## src/design/rgb_to_hsv_convert_unit_defines.svh

```systemverilog
// ----------------------------------------------------------------------------
// RGB to HSV converter: assertion macros
// Wraps concurrent assertions so that synthesis sees empty text.
// ----------------------------------------------------------------------------
`ifndef RGB_TO_HSV_CONVERT_UNIT_DEFINES_SVH
`define RGB_TO_HSV_CONVERT_UNIT_DEFINES_SVH

`ifndef SYNTHESIS
// check a property on every clock edge outside reset
`define RGBHSV_ASSERT(label, clk, rst_n, prop) \
  label: assert property (@(posedge clk) disable iff (!rst_n) prop) \
    else $error("rgbhsv: assertion failed");
// check a property on every clock edge, reset included
`define RGBHSV_ASSERT_ALWAYS(label, clk, prop) \
  label: assert property (@(posedge clk) prop) \
    else $error("rgbhsv: assertion failed");
`else
`define RGBHSV_ASSERT(label, clk, rst_n, prop)
`define RGBHSV_ASSERT_ALWAYS(label, clk, prop)
`endif

`endif

```

## src/design/rgbhsv_pkg.sv

```systemverilog
`timescale 1ns / 1ps
// ----------------------------------------------------------------------------
// RGB to HSV converter package
// Shared constants and the control word that travels with each beat.
// ----------------------------------------------------------------------------
package rgbhsv_pkg;

  // default component width
  localparam int COMPONENT_BITS_DEF = 8;

  // hue is coded in 1/64 degree
  localparam int HUE_W             = 15;
  localparam int HUE_UNITS_SEXTANT = 3840;
  localparam int HUE_UNITS_TURN    = 23040;

  // control word carried alongside each beat in the pipeline
  typedef struct packed {
    logic valid;
    logic gray;   // max equals min: hue and saturation forced to zero
  } ctl_t;

endpackage

```

## src/design/rgbhsv_div_pipe.sv

```systemverilog
`timescale 1ns / 1ps
// ----------------------------------------------------------------------------
// RGB to HSV converter: dual restoring divider pipeline
// Computes hue and saturation quotients side by side, one quotient bit per
// stage, with the control word and the value traveling alongside.
// ----------------------------------------------------------------------------
`include "rgb_to_hsv_convert_unit_defines.svh"

module rgbhsv_div_pipe #(
  parameter int COMP_W = rgbhsv_pkg::COMPONENT_BITS_DEF,
  parameter int STEPS  = rgbhsv_pkg::HUE_W
) (
  input  logic                    clk,
  input  logic                    rst_n,
  input  rgbhsv_pkg::ctl_t        ctl_i,
  input  logic [COMP_W+STEPS-1:0] hue_num_i,
  input  logic [COMP_W-1:0]       hue_den_i,
  input  logic [COMP_W+STEPS-1:0] sat_num_i,
  input  logic [COMP_W-1:0]       sat_den_i,
  output rgbhsv_pkg::ctl_t        ctl_o,
  output logic [STEPS-1:0]        hue_q_o,
  output logic [STEPS-1:0]        sat_q_o,
  output logic [COMP_W-1:0]       val_o
);

  localparam int NW = COMP_W + STEPS;

  // per-stage registers: partial remainder, low numerator bits shifting
  // out while quotient bits shift in, and the divisor
  rgbhsv_pkg::ctl_t  ctl_r  [0:STEPS];
  logic [COMP_W-1:0] hrem_r [0:STEPS];
  logic [STEPS-1:0]  hlo_r  [0:STEPS];
  logic [COMP_W-1:0] hden_r [0:STEPS];
  logic [COMP_W-1:0] srem_r [0:STEPS];
  logic [STEPS-1:0]  slo_r  [0:STEPS];
  logic [COMP_W-1:0] sden_r [0:STEPS];

  // load the numerators: the top bits are already below the divisor
  always_ff @(posedge clk) begin
    if (!rst_n) begin
      ctl_r[0] <= '0;
    end else begin
      ctl_r[0] <= ctl_i;
    end
    hrem_r[0] <= hue_num_i[NW-1:STEPS];
    hlo_r[0]  <= hue_num_i[STEPS-1:0];
    hden_r[0] <= hue_den_i;
    srem_r[0] <= sat_num_i[NW-1:STEPS];
    slo_r[0]  <= sat_num_i[STEPS-1:0];
    sden_r[0] <= sat_den_i;
  end

  // one quotient bit per stage for each divider
  for (genvar k = 1; k <= STEPS; k++) begin : g_step
    logic [COMP_W:0]   hpart;
    logic              hbit;
    logic [COMP_W-1:0] hrem_nxt;
    logic [COMP_W:0]   spart;
    logic              sbit;
    logic [COMP_W-1:0] srem_nxt;

    assign hpart    = {hrem_r[k-1], hlo_r[k-1][STEPS-1]};
    assign hbit     = hpart >= {1'b0, hden_r[k-1]};
    assign hrem_nxt = hbit ? COMP_W'(hpart - {1'b0, hden_r[k-1]}) : hpart[COMP_W-1:0];

    assign spart    = {srem_r[k-1], slo_r[k-1][STEPS-1]};
    assign sbit     = spart >= {1'b0, sden_r[k-1]};
    assign srem_nxt = sbit ? COMP_W'(spart - {1'b0, sden_r[k-1]}) : spart[COMP_W-1:0];

    always_ff @(posedge clk) begin
      if (!rst_n) begin
        ctl_r[k] <= '0;
      end else begin
        ctl_r[k] <= ctl_r[k-1];
      end
      hrem_r[k] <= hrem_nxt;
      hlo_r[k]  <= {hlo_r[k-1][STEPS-2:0], hbit};
      hden_r[k] <= hden_r[k-1];
      srem_r[k] <= srem_nxt;
      slo_r[k]  <= {slo_r[k-1][STEPS-2:0], sbit};
      sden_r[k] <= sden_r[k-1];
    end
  end

  // the saturation divisor is the value itself
  assign ctl_o   = ctl_r[STEPS];
  assign hue_q_o = hlo_r[STEPS];
  assign sat_q_o = slo_r[STEPS];
  assign val_o   = sden_r[STEPS];

  `RGBHSV_ASSERT(a_hue_rem_below_den, clk, rst_n, ctl_r[STEPS].valid && !ctl_r[STEPS].gray |-> hrem_r[STEPS] < hden_r[STEPS])
  `RGBHSV_ASSERT(a_sat_rem_below_den, clk, rst_n, ctl_r[STEPS].valid && !ctl_r[STEPS].gray |-> srem_r[STEPS] < sden_r[STEPS])
  `RGBHSV_ASSERT(a_valid_origin, clk, rst_n, ctl_o.valid |-> $past(ctl_i.valid, STEPS + 1))

endmodule

```

## src/design/rgb_to_hsv_convert_unit.sv

```systemverilog
`timescale 1ns / 1ps
// ----------------------------------------------------------------------------
// RGB to HSV converter
// Path: stage A, stage B, the divider pipeline (one quotient bit per stage,
//   DIV_STEPS = max(15, COMPONENT_BITS)), then the output register.
// Throughput: one pixel per cycle; busy stays low, nothing stalls.
// Reset: synchronous, active low; clears all valid bits, drops beats in flight.
// Results show for one cycle on out_valid; the receiver cannot hold them off.
// ----------------------------------------------------------------------------
`include "rgb_to_hsv_convert_unit_defines.svh"

module rgb_to_hsv_convert_unit #(
  parameter int COMPONENT_BITS = rgbhsv_pkg::COMPONENT_BITS_DEF
) (
  input  logic                          clk,
  input  logic                          rst_n,
  input  logic                          start,
  output logic                          busy,
  input  logic [COMPONENT_BITS-1:0]     in_red_in,
  input  logic [COMPONENT_BITS-1:0]     in_green_in,
  input  logic [COMPONENT_BITS-1:0]     in_blue_in,
  output logic                          out_valid,
  output logic [rgbhsv_pkg::HUE_W-1:0]  out_hue_out,
  output logic [COMPONENT_BITS-1:0]     out_sat_out,
  output logic [COMPONENT_BITS-1:0]     out_val_out
);

  localparam int W         = COMPONENT_BITS;
  localparam int TW        = W + 3;
  localparam int DIV_STEPS = (W > rgbhsv_pkg::HUE_W) ? W : rgbhsv_pkg::HUE_W;
  localparam int NW        = W + DIV_STEPS;
  localparam int LATENCY   = DIV_STEPS + 4;

  // which component holds the maximum
  localparam logic [1:0] SEL_RED   = 2'd0;
  localparam logic [1:0] SEL_GREEN = 2'd1;
  localparam logic [1:0] SEL_BLUE  = 2'd2;

  // the pipeline never stalls
  assign busy = 1'b0;

  // ---------------- stage A: max, min, delta, signed difference ----------------
  logic         red_top;
  logic         green_top;
  logic [1:0]   sel_nxt;
  logic [W-1:0] mx_nxt;
  logic [W-1:0] mn_rg;
  logic [W-1:0] mn_nxt;
  logic [W:0]   diff_nxt;

  logic         valid_a_r;
  logic         gray_a_r;
  logic [1:0]   sel_a_r;
  logic [W-1:0] mx_a_r;
  logic [W-1:0] delta_a_r;
  logic [W:0]   diff_a_r;

  // pick the maximum, red winning ties, then green
  always_comb begin
    red_top   = (in_red_in >= in_green_in) && (in_red_in >= in_blue_in);
    green_top = !red_top && (in_green_in >= in_blue_in);
    if (red_top) begin
      sel_nxt = SEL_RED;
    end else if (green_top) begin
      sel_nxt = SEL_GREEN;
    end else begin
      sel_nxt = SEL_BLUE;
    end
    mn_rg  = (in_red_in < in_green_in) ? in_red_in : in_green_in;
    mn_nxt = (mn_rg < in_blue_in) ? mn_rg : in_blue_in;
    case (sel_nxt)
      SEL_RED: begin
        mx_nxt   = in_red_in;
        diff_nxt = {1'b0, in_green_in} - {1'b0, in_blue_in};
      end
      SEL_GREEN: begin
        mx_nxt   = in_green_in;
        diff_nxt = {1'b0, in_blue_in} - {1'b0, in_red_in};
      end
      default: begin
        mx_nxt   = in_blue_in;
        diff_nxt = {1'b0, in_red_in} - {1'b0, in_green_in};
      end
    endcase
  end

  always_ff @(posedge clk) begin
    if (!rst_n) begin
      valid_a_r <= 1'b0;
    end else begin
      valid_a_r <= start && !busy;
    end
    gray_a_r  <= (mx_nxt == mn_nxt);
    sel_a_r   <= sel_nxt;
    mx_a_r    <= mx_nxt;
    delta_a_r <= mx_nxt - mn_nxt;
    diff_a_r  <= diff_nxt;
  end

  // ---------------- stage B: add the sextant offset ----------------
  // t = diff + k * delta, k in {0, 2, 4, 6}; always in [0, 6 * delta)
  logic [TW-1:0]    kd;
  logic [TW-1:0]    t_nxt;

  rgbhsv_pkg::ctl_t ctl_b_r;
  logic [TW-1:0]    t_b_r;
  logic [W-1:0]     delta_b_r;
  logic [W-1:0]     mx_b_r;

  always_comb begin
    case (sel_a_r)
      SEL_RED:   kd = diff_a_r[W] ? TW'(delta_a_r) * TW'(6) : '0;
      SEL_GREEN: kd = TW'(delta_a_r) * TW'(2);
      SEL_BLUE:  kd = TW'(delta_a_r) * TW'(4);
      default:   kd = '0;
    endcase
    t_nxt = {{2{diff_a_r[W]}}, diff_a_r} + kd;
  end

  always_ff @(posedge clk) begin
    if (!rst_n) begin
      ctl_b_r <= '0;
    end else begin
      ctl_b_r <= '{valid: valid_a_r, gray: gray_a_r};
    end
    t_b_r     <= t_nxt;
    delta_b_r <= delta_a_r;
    mx_b_r    <= mx_a_r;
  end

  // ---------------- scale numerators into the dividers ----------------
  logic [NW-1:0] hue_num;
  logic [NW-1:0] sat_num;

  assign hue_num = NW'(t_b_r) * NW'(rgbhsv_pkg::HUE_UNITS_SEXTANT);
  // full-scale code times delta: delta * 2^W - delta
  assign sat_num = (NW'(delta_b_r) << W) - NW'(delta_b_r);

  rgbhsv_pkg::ctl_t     ctl_d;
  logic [DIV_STEPS-1:0] hue_q;
  logic [DIV_STEPS-1:0] sat_q;
  logic [W-1:0]         val_d;

  rgbhsv_div_pipe #(
    .COMP_W (W),
    .STEPS  (DIV_STEPS)
  ) u_div (
    .clk       (clk),
    .rst_n     (rst_n),
    .ctl_i     (ctl_b_r),
    .hue_num_i (hue_num),
    .hue_den_i (delta_b_r),
    .sat_num_i (sat_num),
    .sat_den_i (mx_b_r),
    .ctl_o     (ctl_d),
    .hue_q_o   (hue_q),
    .sat_q_o   (sat_q),
    .val_o     (val_d)
  );

  // ---------------- output register: zero hue and saturation on gray ----------------
  logic                         out_valid_r;
  logic [rgbhsv_pkg::HUE_W-1:0] out_hue_r;
  logic [W-1:0]                 out_sat_r;
  logic [W-1:0]                 out_val_r;

  always_ff @(posedge clk) begin
    if (!rst_n) begin
      out_valid_r <= 1'b0;
    end else begin
      out_valid_r <= ctl_d.valid;
    end
    out_hue_r <= ctl_d.gray ? '0 : hue_q[rgbhsv_pkg::HUE_W-1:0];
    out_sat_r <= ctl_d.gray ? '0 : sat_q[W-1:0];
    out_val_r <= val_d;
  end

  assign out_valid   = out_valid_r;
  assign out_hue_out = out_hue_r;
  assign out_sat_out = out_sat_r;
  assign out_val_out = out_val_r;

  `RGBHSV_ASSERT(a_result_origin, clk, rst_n, out_valid |-> $past(start, LATENCY))
  `RGBHSV_ASSERT(a_black_all_zero, clk, rst_n, out_valid && (out_val_out == '0) |-> (out_hue_out == '0) && (out_sat_out == '0))
  `RGBHSV_ASSERT(a_hue_in_range, clk, rst_n, out_valid |-> out_hue_out < rgbhsv_pkg::HUE_W'(rgbhsv_pkg::HUE_UNITS_TURN))
  `RGBHSV_ASSERT_ALWAYS(a_reset_quiet, clk, !rst_n |=> !out_valid)

endmodule
```

## config.mk

```make
export PLATFORM = sky130hd
export DESIGN_NAME = rgb_to_hsv_convert_unit
export DESIGN_NICKNAME = d
export VERILOG_FILES = /design/src/design/rgbhsv_pkg.sv /design/src/design/rgbhsv_div_pipe.sv /design/src/design/rgb_to_hsv_convert_unit.sv
export VERILOG_INCLUDE_DIRS = /design/src /design/src/design
export SDC_FILE = /design/constraint.sdc
export NUM_CORES = 1
export LEC_CHECK = 0
export CAP_MARGIN = 20
export CORE_MARGIN = 3
export CORE_UTILIZATION = 29
export CTS_CLUSTER_SIZE = 12
export DETAILED_ROUTE_END_ITERATION = 6
export DONT_BUFFER_PORTS = 1
export PLACE_DENSITY = 0.43
export SLEW_MARGIN = 20
export SYNTH_ARGS = -nofsm -noshare
export SYNTH_HDL_FRONTEND = slang
export SYNTH_HIERARCHICAL = 1
export SYNTH_SLANG_ARGS = --single-unit
export TNS_END_PERCENT = 100
```

## constraint.sdc

```tcl
create_clock -name clk -period 7.5 [get_ports clk]
set_input_delay 1.5 -clock clk [delete_from_list [all_inputs] [get_ports clk]]
set_output_delay 1.5 -clock clk [all_outputs]
set_load 0.01 [all_outputs]
```

==> metrics.csv <==
metric,value,unit
cts_resized,0,
drtPass1Iterations,4,
hold_viol,0,
max_stage_delay,0.46,ns
die_area,0.135,mm2
cp_slowest_cell,a21boi_4,
port_buffers,0,
netlist_area,0.0378,mm2
clkSinkCount,1006,
worst_pin_slew,1.02,ns
grt_pass1_wl,116000,um
grt_pass1_vias,22856,
htreeDepth,3,
fin_tns_setup,0,ns
die_x,367,um
worstSetupStartpointType,input pin,
antenna_found_initial,1,
postSynthCellCount,3445,
totalWireLength,69700,um
cp.arrival,6.63,ns
min_period,6.02,ns
drcViolationCount,0,
grt_usage,0.104,
core,0.129,mm2
die_y,367,um
path_clk_slew,0.06,ns
clock_path_buffers,3,
cts_made_buffers,110,
grt_max_degree,37,
initial_utilization,0.294,
clockRootBuffer,clkbuf_16,
clk_latency,0.70,ns
timing.fmax,166,MHz
gp_congestion,0.819,
fin_worst_skew,0.0370,ns
cts_setup_buffers,0,
drt_iter0_markers,849,
area_growth,15.1,%
finalNetCount,3921,
path_common_cell,a21o_1,
ant_nets,0,
grt_overflow,0,
cp-end-kind,flop,
vias,22484,
ios,60,
fin_cells,5337,
postCtsHoldBufs,0,
cts_tree,done,
critPathMaxFanout,15,
worstSetupPathType,input pin to flop,
final_max_slew_viol_count,0,
syn_avg_cell_area,11.0,um2
cp.required,8.11,ns
status,finished clean,
yosys_warnings,6,
wl_per_cell,13.1,um
worst_slew_margin_rel,0.322,
crit_buf_inv,1,
worstPathCellList,inv_1 > ha_1 > a21o_1 > a221oi_2 > a21boi_4 > o21ai_0 > ha_1 > a21o_1 > a21o_1 > a211oi_1 > o31a_1 > a41o_1 > nor2_1 > a21oi_1 > ha_1 > a21o_1 > a21o_1 > a21oi_1 > o21bai_1 > a21o_1 > a21oi_1 > xor2_1,
fin_crit_sh,0.803,
cp_top_family,compound AO/OA/AOI/OAI gates,
drive_gt1_frac,0.0945,
via_per_inst,4.21,
maxCapViolCount,0,
diodes,0,
setup_viol,0,
rsz0062_at_grt,false,
dpl.hpwl,51900,um
dp_cells,5144,
finalCoreUtilization,0.339,
hold_class,flop to flop,
rows,131,
## registers in the layout, indices dropped and copies added, names as in the netlist, 9 cells and up
register / cells
u_div/slo_r: 156
u_div/hrem_r: 120
u_div/hlo_r: 240
out_hue_out: 15
u_div/hden_r: 120
u_div/sden_r: 128
t_b_r: 11
diff_a_r: 9
u_div/srem_r: 120
u_div/ctl_r: 32
## metal layers
| layer | part of all wire | global-route usage | up-vias |
|---|---|---|---|
| met5 | 0 | 0 | - |
| met4 | 0.034 | 0.0400 | 0 |
| met3 | 0.042 | 0.0262 | 135 |
| met2 | 0.45 | 0.170 | 271 |
| met1 | 0.47 | 0.131 | 10200 |
| li1 | - | - | 11878 |
## final cells by class
cell class	instances	area, um2
Timing Repair Buffer	2	15.0
Multi-Input combinational cell	2034	16100
Clock buffer	154	3160
Inverter	373	1400
Clock inverter	39	588
Fill cell	13009	84900
Sequential cell	1006	20100
Tap cell	1729	2160
## worst paths after layout
check	from	endpoint	slack, ns	depth (start not counted)
hold reg to reg	u_div/hlo_r[3][10]$_DFF_P_	u_div/hlo_r[4][11]$_DFF_P_	0.30	0
setup / recovery	in_green_in[6]	delta_a_r[7]$_DFF_P_	1.48	22
setup reg to reg	t_b_r[2]$_DFF_P_	u_div/hrem_r[0][7]$_DFF_P_	4.08	13
hold / removal	u_div/hlo_r[3][10]$_DFF_P_	u_div/hlo_r[4][11]$_DFF_P_	0.30	0
## metrics by stage
stage	setup slack, ns	hold slack (ns)	instance area [um2]
final	1.48	0.301	43600
after global routing	1.06	0.318	43600
after CTS	1.55	0.310	43600
after detailed placement	0.787	0.312	39800
after global placement	0.831	0.310	39800
after floorplan	1.43	0.310	37900
## placed cells by master (no fill, tap or decap), types with 69 or more instances in the layout
cell	count
dfxtp_1	1006
inv_1	373
ha_1	314
o21ai_0	204
a21oi_1	177
nand2_1	152
nor2_1	120
clkbuf_16	111
mux2_2	96
nor2b_1	86
xnor2_1	77
a21o_1	69
Power is left out: the tool's default activity adds up to more than one toggle a clock period on the data nets, which glitch-free logic cannot reach.
